### src/sv/cps_pkg.sv
// cps_pkg: shared types and constants for the can payload segmenter
// no dependencies; imported by every module of the block

package cps_pkg;

  localparam int MAX_FRAMES   = 32;
  localparam int SEQ_W        = 5;
  localparam int CHUNK_BYTES  = 7;
  localparam int ID_W         = 11;
  localparam int PAYLOAD_W    = 8 * CHUNK_BYTES;

  localparam logic [ID_W-1:0]  ID_RESET   = 11'h4BA;
  localparam logic [7:0]       FINAL_HDR  = 8'hF8;
  localparam logic [7:0]       MIDDLE_LOW = 8'h07;
  localparam logic [3:0]       FULL_LEN   = 4'd8;
  localparam logic [SEQ_W-1:0] LAST_SEQ   = SEQ_W'(MAX_FRAMES - 1);

  typedef struct packed {
    logic [ID_W-1:0]      frame_id;
    logic [3:0]           frame_len;
    logic [7:0]           header_byte;
    logic [PAYLOAD_W-1:0] payload;
    logic                 last_frame;
    logic [7:0]           bytes_sent;
  } frame_t;

endpackage

### src/sv/cps_segment.sv
// cps_segment: message state registers and frame forming logic
// depends on cps_pkg

module cps_segment
  import cps_pkg::*;
(
  input  logic             clk,
  input  logic             rst,
  input  logic             cfg_wen,
  input  logic [ID_W-1:0]  cfg_wdata,
  input  logic             step,
  input  logic [7:0]       data_byte,
  input  logic             last_byte,
  output logic             emit,
  output frame_t           frame
);

  logic [ID_W-1:0]                  frame_identifier;
  logic [SEQ_W-1:0]                 seq_count, seq_count_next;
  logic [2:0]                       fill_count, fill_count_next;
  logic [CHUNK_BYTES-1:0][7:0]      pending_bytes, pending_bytes_next;
  logic [7:0]                       total_sent, total_sent_next;
  logic                             discarding, discarding_next;

  logic [CHUNK_BYTES-1:0][7:0]      merged;
  logic [2:0]                       count;
  logic [7:0]                       total_last;
  logic [7:0]                       total_full;

  always_comb begin
    merged = pending_bytes;
    if (fill_count < 3'(CHUNK_BYTES)) begin
      merged[fill_count] = data_byte;
    end
  end

  assign count      = fill_count + 3'd1;
  assign total_last = total_sent + {5'd0, count};
  assign total_full = total_sent + 8'(CHUNK_BYTES);

  always_comb begin
    seq_count_next     = seq_count;
    fill_count_next    = fill_count;
    pending_bytes_next = pending_bytes;
    total_sent_next    = total_sent;
    discarding_next    = discarding;
    emit               = 1'b0;
    frame.frame_id     = frame_identifier;
    frame.frame_len    = FULL_LEN;
    frame.header_byte  = {seq_count, 3'b111};
    frame.payload      = merged;
    frame.last_frame   = 1'b0;
    frame.bytes_sent   = total_full;
    if (step) begin
      if (discarding) begin
        if (last_byte) begin
          discarding_next = 1'b0;
        end
      end else if (last_byte) begin
        // final frame, partial or full chunk
        emit               = 1'b1;
        frame.frame_len    = {1'b0, count} + 4'd1;
        frame.header_byte  = FINAL_HDR | {5'd0, count};
        frame.last_frame   = 1'b1;
        frame.bytes_sent   = total_last;
        seq_count_next     = '0;
        fill_count_next    = '0;
        pending_bytes_next = '0;
        total_sent_next    = '0;
      end else if (count < 3'(CHUNK_BYTES)) begin
        fill_count_next    = count;
        pending_bytes_next = merged;
      end else begin
        emit               = 1'b1;
        fill_count_next    = '0;
        pending_bytes_next = '0;
        if (seq_count == LAST_SEQ) begin
          // frame limit hit: end the message and drop the rest
          frame.last_frame = 1'b1;
          seq_count_next   = '0;
          total_sent_next  = '0;
          discarding_next  = 1'b1;
        end else begin
          seq_count_next   = seq_count + SEQ_W'(1);
          total_sent_next  = total_full;
        end
      end
    end
  end

  always_ff @(posedge clk) begin
    if (rst) begin
      frame_identifier <= ID_RESET;
      seq_count        <= '0;
      fill_count       <= '0;
      pending_bytes    <= '0;
      total_sent       <= '0;
      discarding       <= 1'b0;
    end else begin
      if (cfg_wen) begin
        frame_identifier <= cfg_wdata;
      end
      seq_count     <= seq_count_next;
      fill_count    <= fill_count_next;
      pending_bytes <= pending_bytes_next;
      total_sent    <= total_sent_next;
      discarding    <= discarding_next;
    end
  end

endmodule

### src/sv/cps_out_buf.sv
// cps_out_buf: two-entry output stage (result register plus skid)
// depends on cps_pkg

module cps_out_buf
  import cps_pkg::*;
(
  input  logic   clk,
  input  logic   rst,
  input  logic   push,
  input  frame_t push_frame,
  output logic   space,
  output logic   out_valid,
  input  logic   out_ready,
  output frame_t out_frame
);

  logic   main_valid, main_valid_next;
  logic   skid_valid, skid_valid_next;
  frame_t main_frame, main_frame_next;
  frame_t skid_frame, skid_frame_next;
  logic   pop;

  assign pop       = main_valid && out_ready;
  assign space     = !skid_valid;
  assign out_valid = main_valid;
  assign out_frame = main_frame;

  always_comb begin
    main_valid_next = main_valid;
    skid_valid_next = skid_valid;
    main_frame_next = main_frame;
    skid_frame_next = skid_frame;
    if (pop) begin
      main_valid_next = skid_valid;
      main_frame_next = skid_frame;
      skid_valid_next = 1'b0;
    end
    if (push) begin
      if (!main_valid_next) begin
        main_valid_next = 1'b1;
        main_frame_next = push_frame;
      end else begin
        skid_valid_next = 1'b1;
        skid_frame_next = push_frame;
      end
    end
  end

  always_ff @(posedge clk) begin
    if (rst) begin
      main_valid <= 1'b0;
      skid_valid <= 1'b0;
    end else begin
      main_valid <= main_valid_next;
      skid_valid <= skid_valid_next;
    end
    main_frame <= main_frame_next;
    skid_frame <= skid_frame_next;
  end

endmodule

### src/sv/can_payload_segmenter.sv
// can_payload_segmenter: top level, splits a byte stream into can frames
// depends on cps_pkg, cps_segment and cps_out_buf

// The block takes one message byte per request and packs bytes into frames of
// a header byte plus up to seven payload bytes. A full chunk that is not the
// end of the message leaves as a middle frame (header seq<<3|7, length 8); the
// byte flagged last closes the message with a final frame (header 0xF8|count,
// length count+1). The 32nd frame of a message ends it, and later bytes are
// dropped up to and including the next last byte. Every frame carries the
// configured identifier (reset 0x4BA) and the running payload byte total.
// Rate: one byte per clock while in_ready is high. A byte updates the message
// registers in the cycle it is taken; the frame it completes is registered in
// the result register, or in a one-entry skid behind it while that still holds
// a frame, so in_ready drops only when both hold frames not yet taken.
// The identifier register should be written only while no message is in
// flight.

module can_payload_segmenter
  import cps_pkg::*;
(
  input  logic                 clk,
  input  logic                 rst,
  // configuration
  input  logic                 cfg_wen,
  input  logic [ID_W-1:0]      cfg_wdata,
  // byte input
  input  logic                 in_valid,
  output logic                 in_ready,
  input  logic [7:0]           data_byte,
  input  logic                 last_byte,
  // frame output
  output logic                 out_valid,
  input  logic                 out_ready,
  output logic [ID_W-1:0]      frame_id,
  output logic [3:0]           frame_len,
  output logic [7:0]           header_byte,
  output logic [PAYLOAD_W-1:0] payload,
  output logic                 last_frame,
  output logic [7:0]           bytes_sent
);

  logic   step;       // byte request taken this cycle
  logic   emit;       // that byte completes a frame
  frame_t new_frame;
  frame_t out_frame;

  assign step = in_valid && in_ready;

  // message state and frame forming
  cps_segment u_segment (
    .clk       (clk),
    .rst       (rst),
    .cfg_wen   (cfg_wen),
    .cfg_wdata (cfg_wdata),
    .step      (step),
    .data_byte (data_byte),
    .last_byte (last_byte),
    .emit      (emit),
    .frame     (new_frame)
  );

  // result register plus skid entry
  cps_out_buf u_out_buf (
    .clk        (clk),
    .rst        (rst),
    .push       (emit),
    .push_frame (new_frame),
    .space      (in_ready),
    .out_valid  (out_valid),
    .out_ready  (out_ready),
    .out_frame  (out_frame)
  );

  assign frame_id    = out_frame.frame_id;
  assign frame_len   = out_frame.frame_len;
  assign header_byte = out_frame.header_byte;
  assign payload     = out_frame.payload;
  assign last_frame  = out_frame.last_frame;
  assign bytes_sent  = out_frame.bytes_sent;

endmodule

### config.mk
export PLATFORM = sky130hd
export DESIGN_NAME = can_payload_segmenter
export DESIGN_NICKNAME = d
export VERILOG_FILES = /design/src/sv/cps_pkg.sv /design/src/sv/cps_segment.sv /design/src/sv/cps_out_buf.sv /design/src/sv/can_payload_segmenter.sv
export SDC_FILE = /design/constraint.sdc
export NUM_CORES = 1
export LEC_CHECK = 0
export BUFFER_PORTS_ARGS = -buffer_cell sky130_fd_sc_hd__buf_2
export CORE_ASPECT_RATIO = 1.25
export CORE_UTILIZATION = 41
export CTS_BUF_LIST = sky130_fd_sc_hd__clkbuf_16
export DETAILED_ROUTE_END_ITERATION = 8
export GPL_TIMING_DRIVEN = 0
export HOLD_SLACK_MARGIN = 0.05
export PLACE_DENSITY = 0.67
export SETUP_SLACK_MARGIN = 0.02
export SYNTH_ARGS = -nofsm -noshare
export SYNTH_HDL_FRONTEND = slang
export SYNTH_HIERARCHICAL = 1
export SYNTH_SLANG_ARGS = --single-unit
export TNS_END_PERCENT = 5
### constraint.sdc
create_clock -name clk -period 7.7 [get_ports clk]
set_input_delay 1.155 -clock clk [delete_from_list [all_inputs] [get_ports clk]]
set_output_delay 1.155 -clock clk [all_outputs]
set_load 0.01 [all_outputs]
; ---- Word-level counts from Yosys, hierarchy flattened
; Index checks and enable logic that the tools add are counted.
; Widths: inputs -> output; s select.
[word_totals]
input_bits = 25
output_inout_bits = 90
ff_bits = 262
wordCells = 83
[op_classes]
eq_ne = 2
order_cmp = 4
n_addsub = 5
reduce_logical = 7
n_bitwise = 1
mux = 38
[ops]
columns = op, n
row1 = $mux 88, 3
row2 = $mux 56, 3
row3 = $bwmux 56, 1
row4 = $mux 8, 5
row5 = $mux 12, 3
row6 = $demux 8 s3, 1
row7 = $mux 9, 2
row8 = $mux 1, 15
row9 = $mux 5, 3
row10 = $add 8x3->8, 1
row11 = $add 8x3->8 const B, 1
row12 = $lt 3x3->1 const B, 2
row13 = $mux 3, 2
row14 = $add 5x1->5 const B, 1
row15 = $eq 5x5->1 const B, 1
row16 = $add 3x1->4 const B, 1
row17 = $lt 3x4->1 const B, 1
row18 = $reduce_and 2->1, 2
row19 = $add 3x1->3 const B, 1
row20 = $ge 3x1->1 const B, 1
row21 = $logic_and 1x1->1, 3
row22 = $reduce_and 3->1, 1
row23 = $ne 2x2->1 const B, 1
row24 = $logic_not 1->1, 1
row25 = $not 1->1, 1

; ---- Longest topological paths before layout
[depth]
ltp_word = 8
depth_mapped = 13
depth_no_buf = 9

; ---- Hierarchy
; Netlist, hierarchy kept.
[modules_own_cells]
columns = module, area_each_um2, seq_area_each_um2, cells_per_inst, instances
row1 = cps_out_buf, 6692.7, 4444.3, 385, 1
row2 = cps_segment, 4077.7, 1681.6, 434, 1
row3 = can_payload_segmenter, 6.3, 0.0, 1, 1

; ---- Worst setup path before layout
; OpenSTA, ideal clock, no wires.
[synth_path]
kind = input port to flip-flop
startpoint = in in_valid
endpoint = reg u_out_buf/skid_frame[0] in the netlist's numbering (enable)
t_required_ps = 7165
setup_time_ps = 535
stages = 8
path_slack_ps = 1292
n_path_buf = 2
t_arrival_ps = 5873
cell_sequence = and2_1 > nand2b_1 > buf_2 > o31a_1 > buf_2 > clkinv_1 > inv_1 > nor2_1
[synth_via]
elab_chain_len = 3
[synth_rtl]
columns = element, line
row1 = start: declaration, can_payload_segmenter.sv:27  ; input logic in_valid,
row2 = $logic_and 1x1->1, can_payload_segmenter.sv:47  ; assign step = in_valid && in_ready;
row3 = $mux 1, cps_segment.sv:54  ; if (step) begin
row4 = named net emit, can_payload_segmenter.sv:43  ; logic emit;
row5 = $reduce_and 2->1 (no source line), -
row6 = end signal: assignment, cps_out_buf.sv:58  ; skid_frame <= skid_frame_next;
row7 = end: declaration, cps_out_buf.sv:20  ; frame_t skid_frame, skid_frame_next;
; The timed path passes the listed nets, and every way through them passes these cells.
; A chain may end at the register's enable or synchronous reset.

; ---- Worst setup path after layout
[layout_path]
startpoint = in in_valid
endpoint = reg u_out_buf/skid_frame[11] in the netlist's numbering (enable)
[layout_via]
elab_chain_len = 3
[layout_rtl]
columns = element, line
row1 = $logic_and 1x1->1, can_payload_segmenter.sv:47
row2 = named net step, can_payload_segmenter.sv:42  ; logic step;
row3 = $mux 1, cps_segment.sv:54
row4 = named net emit, can_payload_segmenter.sv:43
row5 = $reduce_and 2->1 (no source line), -
; The timed path passes the listed nets, and every way through them passes these cells.

==> qor.csv <==
metric;value;unit
critical path required time;7930;ps
global-route usage over all layers;16.9;%
most used standard cell by instance count after synthesis;sky130_fd_sc_hd__mux2_2;
antenna violations before repair;0;
max_slew headroom;47.5;%
count of boundary I/O pins;115;
first-pass GRT wire length;36000;um
Arrival @ worst endpoint;3750;ps
number of max-cap violations;0;
Total Power Consumption;3.05;mW
effective utilization at floorplan;41.6;%
initial detailed-routing violation count;354;
sequential-to-total area share from yosys stat;56.8;%
path depth of the worst reg2reg path;10;
worst IR drop on VDD;0.162;mV
area of the die;0.0269;mm^2
height of the chip;183;um
Yosys warnings;6;
clock latency on the worst-skew pair;530;ps
f_max;284;MHz
crit path time final;3520;ps
commonest cells in the netlist;208 x sky130_fd_sc_hd__mux2_2, 174 x sky130_fd_sc_hd__dfxtp_1, 88 x sky130_fd_sc_hd__edfxtp_1, 76 x sky130_fd_sc_hd__nor2_1, 58 x sky130_fd_sc_hd__a22oi_1;
share of flip-flops with an asynchronous set or reset after synthesis;0;%
unrepaired setup endpoints after global routing;false;
total vias in the final route;6721;
average wire per cell in the routed design;17.2;um
area of the placeable core;0.0259;mm^2
setup slack on the worst flop-to-flop path;4480;ps
first-pass detailed-route iteration total;5;
clock tree from TritonCTS;built;
via count normalized by instance count;5.06;
total number of clock tree sinks;262;
actual slew at the worst max-slew pin;781;ps
Post-CTS Hold Fix Bufs;0;
largest cells by area after synthesis;sky130_fd_sc_hd__dfxtp_1 32%, sky130_fd_sc_hd__edfxtp_1 25%, sky130_fd_sc_hd__mux2_2 22%;
post-synthesis register bit count;262;
most congested layer reported by global routing;met2;
GR Layer Usage met2;29.5;%
cell area after technology mapping;0.0108;mm^2
clock skew;10.5;ps
CP startpoint kind;primary input;
met1 track demand over resource;22.0;%
category of the critical setup timing path;primary input to register;
Area after DPL;0.0118;mm^2
number of hold violations in the final report;0;
post-cts sizing count;0;
H-tree depth reported by CTS;1;
pin count of the biggest net entering global routing;28;
buffer type at the clock tree root;sky130_fd_sc_hd__clkbuf_16;
class of the worst hold path;register to register;
global routing usage on met3;2.34;%
total overflow reported by the global router;0;
launch point of the critical path;in_valid;
remaining routing DRC violations;0;
Distinct cells, synth;45;
Period Utilization, post-route;45.7;%
maximum clock path buffer count;3;
final RePlAce weighted congestion;0.811;
share of cells above drive strength 1;41.8;%
Power Density;241;mW/mm^2
Static Leakage;5.23;nW
mean cell area of the mapped netlist;13.1;um^2
final-report max-slew violation count;0;
crit path to;u_out_buf/skid_frame[11]$_DFFE_PP_;
CP max FO;23;
worst r2r dst;u_out_buf/skid_frame[11]$_DFFE_PP_;
area fraction of the dominant cell type after synthesis;32.3;%
post-synthesis to final-layout area growth;17.1;%
Net count, final;1003;
post-CTS setup buffer count;0;
R2R Path Start;u_out_buf/skid_valid$_SDFF_PP0_;
number of buffers inserted by port buffering;114;
CTS clock-pin slew for the worst setup and hold paths;60;ps
Final Core Density;48.7;%
TritonCTS Buffers;27;
width of the die;147;um
syn nets;857;
post-route cell area;0.0126;mm^2
number of global-route vias before repair;6557;
aggregate routed wire length;22800;um
final-report setup violation count;0;
Critical Path Sink Type;register;
cell row count;66;
status;completed;
predominant post-synthesis flop cell;sky130_fd_sc_hd__dfxtp_1;
post-detailed-route count of antenna-violating nets;0;
detailed-placement wirelength estimate;15900;um
top cell type by total area after synthesis;sky130_fd_sc_hd__dfxtp_1;
EDFF count, synth;88;
gate count of the mapped netlist;820;
layer usage:
layer	wire (um)	vias to the layer above
met5	0	-
met4	314	0
met3	1090	23
met2	11200	141
met1	10200	3258
li1	-	3299
kinds of logic after synthesis:
kind of cell    Yosys count  share of synthesized area, %
mux                     238                          25.5
xor+xnor                  9                         0.801
compound gates          104                          6.84
flops                   262                          56.8
buf+inv                  64                          2.94
simple gates            131                          5.62
fa+ha+maj                12                          1.46
worst min-delay path by stage:
stage	start	end	slack, ps	cells past startpoint
floorplan	u_segment/frame_identifier[10]$_SDFFE_PP1P_	u_out_buf/skid_frame[87]$_DFFE_PP_	420	0
global placement	u_segment/frame_identifier[5]$_SDFFE_PP1P_	u_out_buf/skid_frame[82]$_DFFE_PP_	430	0
detailed placement	u_segment/frame_identifier[5]$_SDFFE_PP1P_	u_out_buf/skid_frame[82]$_DFFE_PP_	430	0
CTS	u_segment/frame_identifier[5]$_SDFFE_PP1P_	u_out_buf/skid_frame[82]$_DFFE_PP_	450	0
global route	u_segment/frame_identifier[7]$_SDFFE_PP1P_	u_out_buf/skid_frame[84]$_DFFE_PP_	470	0
finish	u_segment/frame_identifier[5]$_SDFFE_PP1P_	u_out_buf/skid_frame[82]$_DFFE_PP_	450	0
area by class of cell:
cell class	count	area [um^2]
Clock inverter	22	97.6
Inverter	13	48.8
Clock buffer	27	676
Multi-Input combinational cell	494	4340
Sequential cell	262	6130
Fill cell	2372	13300
Buffer	51	268
Tap cell	340	425
Antenna cell	1	2.50
Timing Repair Buffer	117	638
critical path: stages:
cell and delay [ps]:
sky130_fd_sc_hd__buf_2 70, sky130_fd_sc_hd__and2_1 230, sky130_fd_sc_hd__nand3b_1 370, sky130_fd_sc_hd__o31a_1 280, sky130_fd_sc_hd__buf_2 200, sky130_fd_sc_hd__clkinv_1 190, sky130_fd_sc_hd__inv_1 130, sky130_fd_sc_hd__nor2_4 620
sky130_fd_sc_hd__buf_12 280, sky130_fd_sc_hd__buf_16 190
per-stage QoR:
step / hold WS (ps) / instances / TNS [ps] / setup slack, ps
after floorplan: 419 / 820 / 0 / 1290
after global placement: 431 / 1274 / -151830 / -1730
after detailed placement: 433 / 1277 / 0 / 3610
after CTS: 450 / 1326 / 0 / 4160
after global routing: 473 / 1326 / 0 / 3970
final: 450 / 1327 / 0 / 4180
sequential cells by signal, indices dropped and copies added (netlist names):
signal / count
u_segment/discarding: 1
u_out_buf/out_frame: 88
u_segment/total_sent: 8
u_out_buf/skid_frame: 88
u_segment/pending_bytes: 56
u_segment/fill_count: 3
u_segment/seq_count: 5
u_out_buf/skid_valid: 1
u_segment/frame_identifier: 11
u_out_buf/out_valid: 1
power by group:
part           switching [mW]  leakage [nW]  internal (mW)  total, mW
combinational           0.172          2.58          0.186      0.357
clock                   0.517         0.423          0.632       1.15
sequential             0.0381          2.23           1.50       1.54
total                   0.727          5.23           2.32       3.05
cell usage in the layout (no fill, tap or decap), types with 3 or more instances in the layout:
| cell type | count |
|---|---|
| sky130_fd_sc_hd__mux2_2 | 208 |
| sky130_fd_sc_hd__dfxtp_1 | 174 |
| sky130_fd_sc_hd__buf_2 | 136 |
| sky130_fd_sc_hd__edfxtp_1 | 88 |
| sky130_fd_sc_hd__nor2_1 | 75 |
| sky130_fd_sc_hd__a22oi_1 | 58 |
| sky130_fd_sc_hd__clkbuf_16 | 27 |
| sky130_fd_sc_hd__inv_1 | 23 |
| sky130_fd_sc_hd__clkbuf_1 | 21 |
| sky130_fd_sc_hd__mux2_4 | 20 |
| sky130_fd_sc_hd__a21oi_1 | 16 |
| sky130_fd_sc_hd__nor2b_1 | 12 |
| sky130_fd_sc_hd__ha_1 | 11 |
| sky130_fd_sc_hd__nand2_1 | 10 |
| sky130_fd_sc_hd__nand2b_1 | 9 |
| sky130_fd_sc_hd__o21ai_0 | 8 |
| sky130_fd_sc_hd__clkinv_1 | 6 |
| sky130_fd_sc_hd__buf_6 | 6 |
| sky130_fd_sc_hd__a211o_1 | 6 |
| sky130_fd_sc_hd__or3_1 | 6 |
| sky130_fd_sc_hd__mux2i_1 | 6 |
| sky130_fd_sc_hd__a211oi_1 | 5 |
| sky130_fd_sc_hd__clkinv_2 | 4 |
| sky130_fd_sc_hd__mux2_1 | 4 |
| sky130_fd_sc_hd__xnor2_1 | 4 |
| sky130_fd_sc_hd__nand3b_1 | 4 |
| sky130_fd_sc_hd__xor2_1 | 4 |
| sky130_fd_sc_hd__nand3_1 | 3 |
(Power assumes the default switching activity.)
